$ cat src/rtl/lst_pkg.sv
`timescale 1ns / 1ps
`default_nettype none

package lst_pkg;

  // config register indexes
  localparam logic REG_MAX_JUMP   = 1'b0;
  localparam logic REG_MIN_ACTIVE = 1'b1;

  localparam int MAX_JUMP_W   = 12;
  localparam int MIN_ACTIVE_W = 4;
  localparam int CFG_DATA_W   = 12;
  localparam int JUMP_FRAC    = 8;   // max_jump is always unsigned Q4.8

  localparam int POS_OUT_W = 12;
  localparam int FWD_W     = 3;
  localparam int GLITCH_W  = 2;
  localparam int COUNT_W   = 4;
  localparam int LEVEL_W   = 4;
  localparam int SIDE_W    = 5;

  localparam int IN_TDATA_W  = 16;
  localparam int OUT_TDATA_W = 32;

  // forward glitch filter states
  localparam logic [GLITCH_W-1:0] GL_NORMAL  = 2'd0;
  localparam logic [GLITCH_W-1:0] GL_SUSPECT = 2'd1;
  localparam logic [GLITCH_W-1:0] GL_WAIT    = 2'd2;

  typedef enum logic [5:0] {
    S_IDLE  = 6'b000001,
    S_SUM   = 6'b000010,
    S_DIV   = 6'b000100,
    S_DIFF  = 6'b001000,
    S_CHECK = 6'b010000,
    S_OUT   = 6'b100000
  } state_t;

endpackage

`default_nettype wire

$ cat src/rtl/line_sensor_tracker_unit.sv
`timescale 1ns / 1ps
`default_nettype none

// Line sensor tracker. Each input word is one sensor sample; each one gives
// exactly one output word with the updated lateral position, the filtered
// forward value, the glitch filter state, the lit side-sensor count and the
// integer level of 4 + position. The block works on one sample at a time:
// the side sensors are summed one weight per cycle, the average comes from
// a restoring divider that yields one quotient bit per cycle, the jump test
// runs in the S_DIFF and S_CHECK states, and the result is then loaded into
// the output register once that register is free. When too few sensors are
// lit, the divider and the jump test are skipped and the position is held.
// The next sample can be taken in the cycle after the output register is loaded.
// s_tready is high only while the block is idle; a finished word waits in
// the output register while the next sample is accepted.
// Config writes must happen only while the block is idle.
module line_sensor_tracker_unit #(
  parameter int FRAC_BITS = 8
) (
  input  wire  logic                                clk,
  input  wire  logic                                rst,
  input  wire  logic                                cfg_we,
  input  wire  logic                                cfg_addr,
  input  wire  logic [lst_pkg::CFG_DATA_W-1:0]      cfg_wdata,
  input  wire  logic                                s_tvalid,
  output logic                                      s_tready,
  // [1:0] forward_bits, [6:2] left_bits, [11:7] right_bits, [15:12] zero
  input  wire  logic [lst_pkg::IN_TDATA_W-1:0]      s_tdata,
  output logic                                      m_tvalid,
  input  wire  logic                                m_tready,
  // [11:0] line_position, [14:12] forward_line, [16:15] glitch_state,
  // [20:17] active_count, [24:21] debug_level, [31:25] zero
  output logic [lst_pkg::OUT_TDATA_W-1:0]           m_tdata
);

  localparam int PW   = FRAC_BITS + 4;           // position / quotient width
  localparam int DW   = PW + 1;                  // difference width
  localparam int ITW  = $clog2(PW);
  localparam int CMPW = FRAC_BITS + lst_pkg::MAX_JUMP_W + 1 + lst_pkg::JUMP_FRAC;

  lst_pkg::state_t state;

  logic [lst_pkg::MAX_JUMP_W-1:0]   max_jump;
  logic [lst_pkg::MIN_ACTIVE_W-1:0] min_active;

  logic signed [PW-1:0]                 position;
  logic signed [lst_pkg::FWD_W-1:0]     forward;
  logic [lst_pkg::GLITCH_W-1:0]         glitch;

  logic [lst_pkg::SIDE_W-1:0]   left_sh;
  logic [lst_pkg::SIDE_W-1:0]   right_sh;
  logic [2:0]                   k;
  logic [lst_pkg::COUNT_W-1:0]  count;
  logic signed [4:0]            total;
  logic                         neg;
  logic [PW-1:0]                quo;
  logic [lst_pkg::COUNT_W-1:0]  rem;
  logic [ITW-1:0]               iter;
  logic signed [PW-1:0]         avg;
  logic signed [DW-1:0]         diff;

  // ---------------- forward glitch filter ----------------
  function automatic logic crosses(input logic signed [2:0] held,
                                   input logic signed [2:0] fresh);
    crosses = (held >= 3'sd2 && fresh < 3'sd0) || (held <= -3'sd2 && fresh > 3'sd0);
  endfunction

  logic [1:0]             fb;
  logic signed [2:0]      fresh;
  logic [lst_pkg::GLITCH_W-1:0] glitch_next;
  logic signed [2:0]      forward_next;
  logic [lst_pkg::GLITCH_W-1:0] g1;

  assign fb    = s_tdata[1:0];
  assign fresh = $signed({2'b00, fb[0]}) - $signed({2'b00, fb[1]});

  always_comb begin
    g1 = glitch;
    if (g1 == lst_pkg::GL_SUSPECT && fresh == 3'sd0) begin
      g1 = (fb == 2'b00) ? lst_pkg::GL_NORMAL : lst_pkg::GL_WAIT;
    end
    if (g1 == lst_pkg::GL_WAIT && crosses(forward, fresh)) begin
      g1 = lst_pkg::GL_SUSPECT;
    end
    glitch_next  = g1;
    forward_next = forward;
    if (fb != 2'b00 && g1 == lst_pkg::GL_NORMAL) begin
      if (crosses(forward, fresh)) begin
        glitch_next = lst_pkg::GL_SUSPECT;
      end else begin
        forward_next = fresh;
      end
    end else if (forward < 3'sd0) begin
      forward_next = -3'sd2;
    end else if (forward > 3'sd0) begin
      forward_next = 3'sd2;
    end
  end

  // ---------------- serial side-sensor sum ----------------
  logic [2:0]                  weight;
  logic [lst_pkg::COUNT_W-1:0] count_step;
  logic signed [4:0]           total_step;
  logic [3:0]                  mag_step;
  logic                        do_div;

  assign weight = 3'd4 - k;

  always_comb begin
    count_step = count + lst_pkg::COUNT_W'(right_sh[0]) + lst_pkg::COUNT_W'(left_sh[0]);
    case ({right_sh[0], left_sh[0]})
      2'b10:   total_step = total + $signed({2'b00, weight});
      2'b01:   total_step = total - $signed({2'b00, weight});
      default: total_step = total;
    endcase
    mag_step = total_step[4] ? 4'(-total_step) : 4'(total_step);
    do_div   = (count_step != '0) && (count_step > min_active);
  end

  // ---------------- divider step ----------------
  logic [lst_pkg::COUNT_W:0] rem_sh;
  logic                      qbit;

  assign rem_sh = {rem, quo[PW-1]};
  assign qbit   = (rem_sh >= {1'b0, count});

  // ---------------- jump test ----------------
  logic [DW-1:0]   abs_diff;
  logic [CMPW-1:0] lhs;
  logic [CMPW-1:0] rhs;

  assign abs_diff = diff[DW-1] ? DW'(-diff) : DW'(diff);
  assign lhs = CMPW'(abs_diff) << lst_pkg::JUMP_FRAC;
  assign rhs = CMPW'(max_jump) << FRAC_BITS;

  // ---------------- output word ----------------
  logic [PW-1:0]                 level_sum;
  logic [lst_pkg::LEVEL_W-1:0]   level;
  logic [lst_pkg::POS_OUT_W-1:0] pos_out;
  logic                          out_load;

  assign level_sum = PW'(position) + (PW'(1) << (FRAC_BITS + 2));
  assign level     = level_sum[FRAC_BITS +: lst_pkg::LEVEL_W];
  assign pos_out   = lst_pkg::POS_OUT_W'(position);
  assign out_load  = (state == lst_pkg::S_OUT) && (!m_tvalid || m_tready);

  assign s_tready = (state == lst_pkg::S_IDLE);

  always_ff @(posedge clk) begin
    if (rst) begin
      state      <= lst_pkg::S_IDLE;
      max_jump   <= lst_pkg::MAX_JUMP_W'(768);
      min_active <= lst_pkg::MIN_ACTIVE_W'(1);
      position   <= '0;
      forward    <= '0;
      glitch     <= lst_pkg::GL_NORMAL;
      m_tvalid   <= 1'b0;
    end else begin
      if (cfg_we) begin
        case (cfg_addr)
          lst_pkg::REG_MAX_JUMP:   max_jump   <= cfg_wdata[lst_pkg::MAX_JUMP_W-1:0];
          lst_pkg::REG_MIN_ACTIVE: min_active <= cfg_wdata[lst_pkg::MIN_ACTIVE_W-1:0];
          default: ;
        endcase
      end

      if (out_load) begin
        m_tvalid <= 1'b1;
      end else if (m_tvalid && m_tready) begin
        m_tvalid <= 1'b0;
      end

      case (state)
        lst_pkg::S_IDLE: begin
          if (s_tvalid) begin
            forward  <= forward_next;
            glitch   <= glitch_next;
            left_sh  <= s_tdata[6:2];
            right_sh <= s_tdata[11:7];
            k        <= '0;
            count    <= '0;
            total    <= '0;
            state    <= lst_pkg::S_SUM;
          end
        end
        lst_pkg::S_SUM: begin
          count    <= count_step;
          total    <= total_step;
          left_sh  <= left_sh >> 1;
          right_sh <= right_sh >> 1;
          k        <= k + 3'd1;
          if (k == 3'd4) begin
            neg  <= total_step[4];
            quo  <= PW'(mag_step) << FRAC_BITS;
            rem  <= '0;
            iter <= '0;
            state <= do_div ? lst_pkg::S_DIV : lst_pkg::S_OUT;
          end
        end
        lst_pkg::S_DIV: begin
          rem  <= qbit ? lst_pkg::COUNT_W'(rem_sh - {1'b0, count})
                       : lst_pkg::COUNT_W'(rem_sh);
          quo  <= {quo[PW-2:0], qbit};
          iter <= iter + 1'b1;
          if (iter == ITW'(PW - 1)) begin
            state <= lst_pkg::S_DIFF;
          end
        end
        lst_pkg::S_DIFF: begin
          avg   <= neg ? -$signed(quo) : $signed(quo);
          diff  <= (neg ? -$signed({1'b0, quo}) : $signed({1'b0, quo}))
                   - DW'(position);
          state <= lst_pkg::S_CHECK;
        end
        lst_pkg::S_CHECK: begin
          if (lhs < rhs) begin
            position <= avg;
          end
          state <= lst_pkg::S_OUT;
        end
        lst_pkg::S_OUT: begin
          if (out_load) begin
            m_tdata  <= {7'd0, level, count, glitch, forward, pos_out};
            state    <= lst_pkg::S_IDLE;
          end
        end
        default: state <= lst_pkg::S_IDLE;
      endcase
    end
  end

endmodule

`default_nettype wire
$ cat config.mk
export PLATFORM = sky130hd
export DESIGN_NAME = line_sensor_tracker_unit
export DESIGN_NICKNAME = d
export VERILOG_FILES = /design/src/rtl/lst_pkg.sv /design/src/rtl/line_sensor_tracker_unit.sv
export SDC_FILE = /design/constraint.sdc
export NUM_CORES = 1
export LEC_CHECK = 0
export CAP_MARGIN = 20
export CORE_UTILIZATION = 60
export DETAILED_ROUTE_END_ITERATION = 6
export DONT_BUFFER_PORTS = 1
export PLACE_DENSITY = 0.83
export SYNTH_ARGS = -nofsm -noshare
export SYNTH_HDL_FRONTEND = slang
export SYNTH_SLANG_ARGS = --single-unit
$ cat constraint.sdc
create_clock -name clk -period 7.44 [get_ports clk]
set_input_delay 0.372 -clock clk [delete_from_list [all_inputs] [get_ports clk]]
set_output_delay 0.372 -clock clk [all_outputs]
set_load 0.02 [all_outputs]
==> run summary <==
CP endpoint - quo[9]
Reg power frac - 45.1%
Run status - completed
Worst vdd ir - 261 uV
P_sw - 417 uW
Most common cell type on the critical path - ha_1
CP startpoint - k[0]
Design Area, Final - 7660 sq um
Post-synth EDFFs - 91
Core ar. - 11100 sq um
CP max FO - 5
Antenna diodes - 0
Worst path max stage delay - 0.44 ns
Die height - 110 um
Count of final hold-check violations - 0
Setup tns final - 0 ns
Slew headroom - 42.0%
TritonCTS buffer count - 17
F_max - 0.276 GHz
Final setup vio count - 0
Minimum clock period - 3.62 ns
Avg Cell Area, Syn - 10.3 sq um
TritonRoute pass-1 iters - 5
Main combinational cell family by area after synthesis - simple AND/OR/NAND/NOR gates
Final worst slack - 3.82 ns
Detailed placement HPWL - 9770 um
Share of cells above drive strength 1 - 6.92%
Reg2reg end - quo[9]
Initial Util - 62.8%
Worst skew pair latency - 0.43 ns
Clock Power Share - 45.2%
CP bufs+invs - 2
Compound-cell area share of the yosys netlist - 9.62%
Largest net degree at the start of global routing - 39
First-pass GRT wire length - 22900 um
Crit. path cell count - 13
Critical path startpoint category - flip-flop
Fill count - 769
Endpoint class of the critical path - flip-flop
Clock sink count - 131
Final clock skew - 0.0117 ns
Slew at the pin closest to its max-slew limit - 0.869 ns
Critical path class - reg -> reg
DRT Wirelength - 13900 um
Synth warn - 0
Routed WL per cell - 16.7 um
Mapped Cells - 677
Synth Area in XOR/XNOR - 5.79%
Synthesis-to-finish area growth - 10.0%
Final max-slew violation count - 0
Unrepaired setup endpoints after global routing - false
Depth of the worst register-to-register path - 13
Cell Int Power - 1380 uW
Commonest non-fill, non-tap cell in the layout - edfxtp_1
Die Width - 110 um
Nets@finish - 766
Flops & latches, synth - 131
Worst path cell trace - inv_1 > ha_1 > ha_1 > inv_1 > ha_1 > mux2i_1 > ha_1 > a21o_1 > a21oi_1 > mux2i_1 > nand2_1 > and3_1 > a211o_1
Sequential fraction of the synthesis area - 50.8%
Synthesized area - 6960 sq um
Post-synthesis simple-gate area fraction - 16.4%
Fin util - 69.1%
H-tree level count - 4
GR Util All Layers - 25.4%
Hold/Removal Path Class - in -> reg
Worst r2r src - k[0]
Slowest cell on crit path - edfxtp_1
Root Buffer - clkbuf_16
DR iter-0 viols - 352
Detail Route Antenna Nets - 0
Power Total - 1800 uW
Resized Gates After CTS - 0
Die area - 12000 sq um
Antenna violations before repair - 0
Vias per cell - 5.84
Residual DRC count - 0
Commonest non-fill, non-tap cells in the layout - 91 x edfxtp_1, 87 x nand2_1, 55 x inv_1
Switching share of power - 23.2%
Post-CTS setup buffers - 0
Row count - 38
Post-synthesis mux area share - 2.75%
Gate power share - 9.8%
Routed via count - 4874
Cell leakage power - 0.00290 uW
Main synth FF type - edfxtp_1
Final period util - 48.7%
Ys async rst share - 0%
CP top delay family - adder cells
PortBufs - 0
I/O Pins - 68
Synth Area in Adders - 9.60%
Unique cell type count in the Yosys netlist - 58
CP required - 7.61 ns
R2r setup slk - 3.82 ns
CTS Hold Bufs - 0
Max clock buf depth - 2
Worst-path clk slew - 0.06 ns
Max Cap Viol - 0
Arrival @ worst endpoint - 3.79 ns
DP Worst Slack - 3.88 ns
Post-placement cell area - 7080 sq um
Placer congestion estimate - 0.821
CTS tree - built
Global route overflow - 0
Vias in the first global route - 4798
Pwr per Cell Area - 235 nW/um^2
sequential cells by signal, summed over array words and instances (netlist names), 3 cells and up:
signal      cells
m_tdata        23
diff           13
avg            12
max_jump       12
pos_out        12
quo            12
state           6
left_sh         5
right_sh        5
total           5
count           4
iter            4
min_active      4
rem             4
forward         3
k               3
per-stage QoR:
| step | hold slack, ns | cells |
|---|---|---|
| 6_report | 0.0224 | 834 |
| 3_5_place_dp | 0.442 | 802 |
| 2_1_floorplan | 0.424 | 683 |
| 4_1_cts | 0.00333 | 834 |
| 3_3_place_gp | 0.438 | 802 |
| 5_1_grt | 0.00680 | 834 |
worst min path at each step:
| stage | start | endpoint | slack, ns | depth (start not counted) |
|---|---|---|---|---|
| 2_1_floorplan | count[2] | m_tdata[19] | 0.42 | 0 |
| 3_3_place_gp | max_jump[2] | max_jump[2] | 0.44 | 2 |
| 3_5_place_dp | max_jump[1] | max_jump[1] | 0.44 | 2 |
| 4_1_cts | rst | min_active[2] | 0.003 | 1 |
| 5_1_grt | rst | state[2] | 0.007 | 1 |
| 6_report | rst | forward[2] | 0.02 | 1 |
kinds of logic (layout without fill, tap and decap cells):
family / Yosys count / in the layout
multiplexers: 19 / 19
other: 1 / 7
adder cells (fa/ha/maj): 51 / 51
buffers and inverters: 83 / 94
AO/OA/AOI/OAI: 107 / 107
AND/OR/NAND/NOR: 239 / 239
XOR/XNOR: 46 / 46
flip-flops: 131 / 131
Yosys cell counts (all sizes together) (9+ instances only):
cell type | instances | area [sq um]
edfxtp | 91 | 2730
nand2 | 87 | 327
inv | 55 | 206
nor2 | 55 | 206
ha | 47 | 588
a21oi | 42 | 210
dfxtp | 40 | 801
xnor2 | 36 | 315
o21ai | 25 | 125
mux2i | 18 | 180
nand3 | 17 | 85.1
clkbuf | 16 | 60.1
buf | 12 | 86.3
nor2b | 11 | 68.8
nor3 | 11 | 55.1
xor2 | 10 | 87.6
and3 | 9 | 56.3
power groups by stage:
stage / Clock (uW) / Combinational, uW / Sequential (uW)
3_3_place_gp: 0 / 160 / 825
6_report: 814 / 176 / 812
3_5_place_dp: 0 / 170 / 827
5_1_grt: 852 / 200 / 814
4_1_cts: 823 / 174 / 812
2_1_floorplan: 0 / 142 / 822
layer usage:
layer	track usage (%)	up-vias	share of wire (%)
met5	0	-	0
met4	11.0	0	2.0
met3	6.40	23	5.3
met2	43.7	148	50
met1	30.1	2334	42
li1	-	2369	-
area by class of cell:
type	instances	area (sq um)	share of cell area (%)
Clock buffer	24	514	6.71
Multi-Input combinational cell	469	3110	40.6
Inverter	55	206	2.70
Timing Repair Buffer	7	52.6	0.686
Tap cell	140	175	2.29
Sequential cell	131	3530	46.1
Clock inverter	8	68.8	0.898
worst reg2reg max path, cell delays in order, from the launching register on:
cell and delay (ns):
edfxtp_1 0.44, inv_1 0.09, ha_1 0.24, ha_1 0.33, inv_1 0.05, ha_1 0.28
mux2i_1 0.20, ha_1 0.31, a21o_1 0.22, a21oi_1 0.22, mux2i_1 0.40, nand2_1 0.14
and3_1 0.21, a211o_1 0.26
Note: power is estimated with default switching activity, not from simulation.
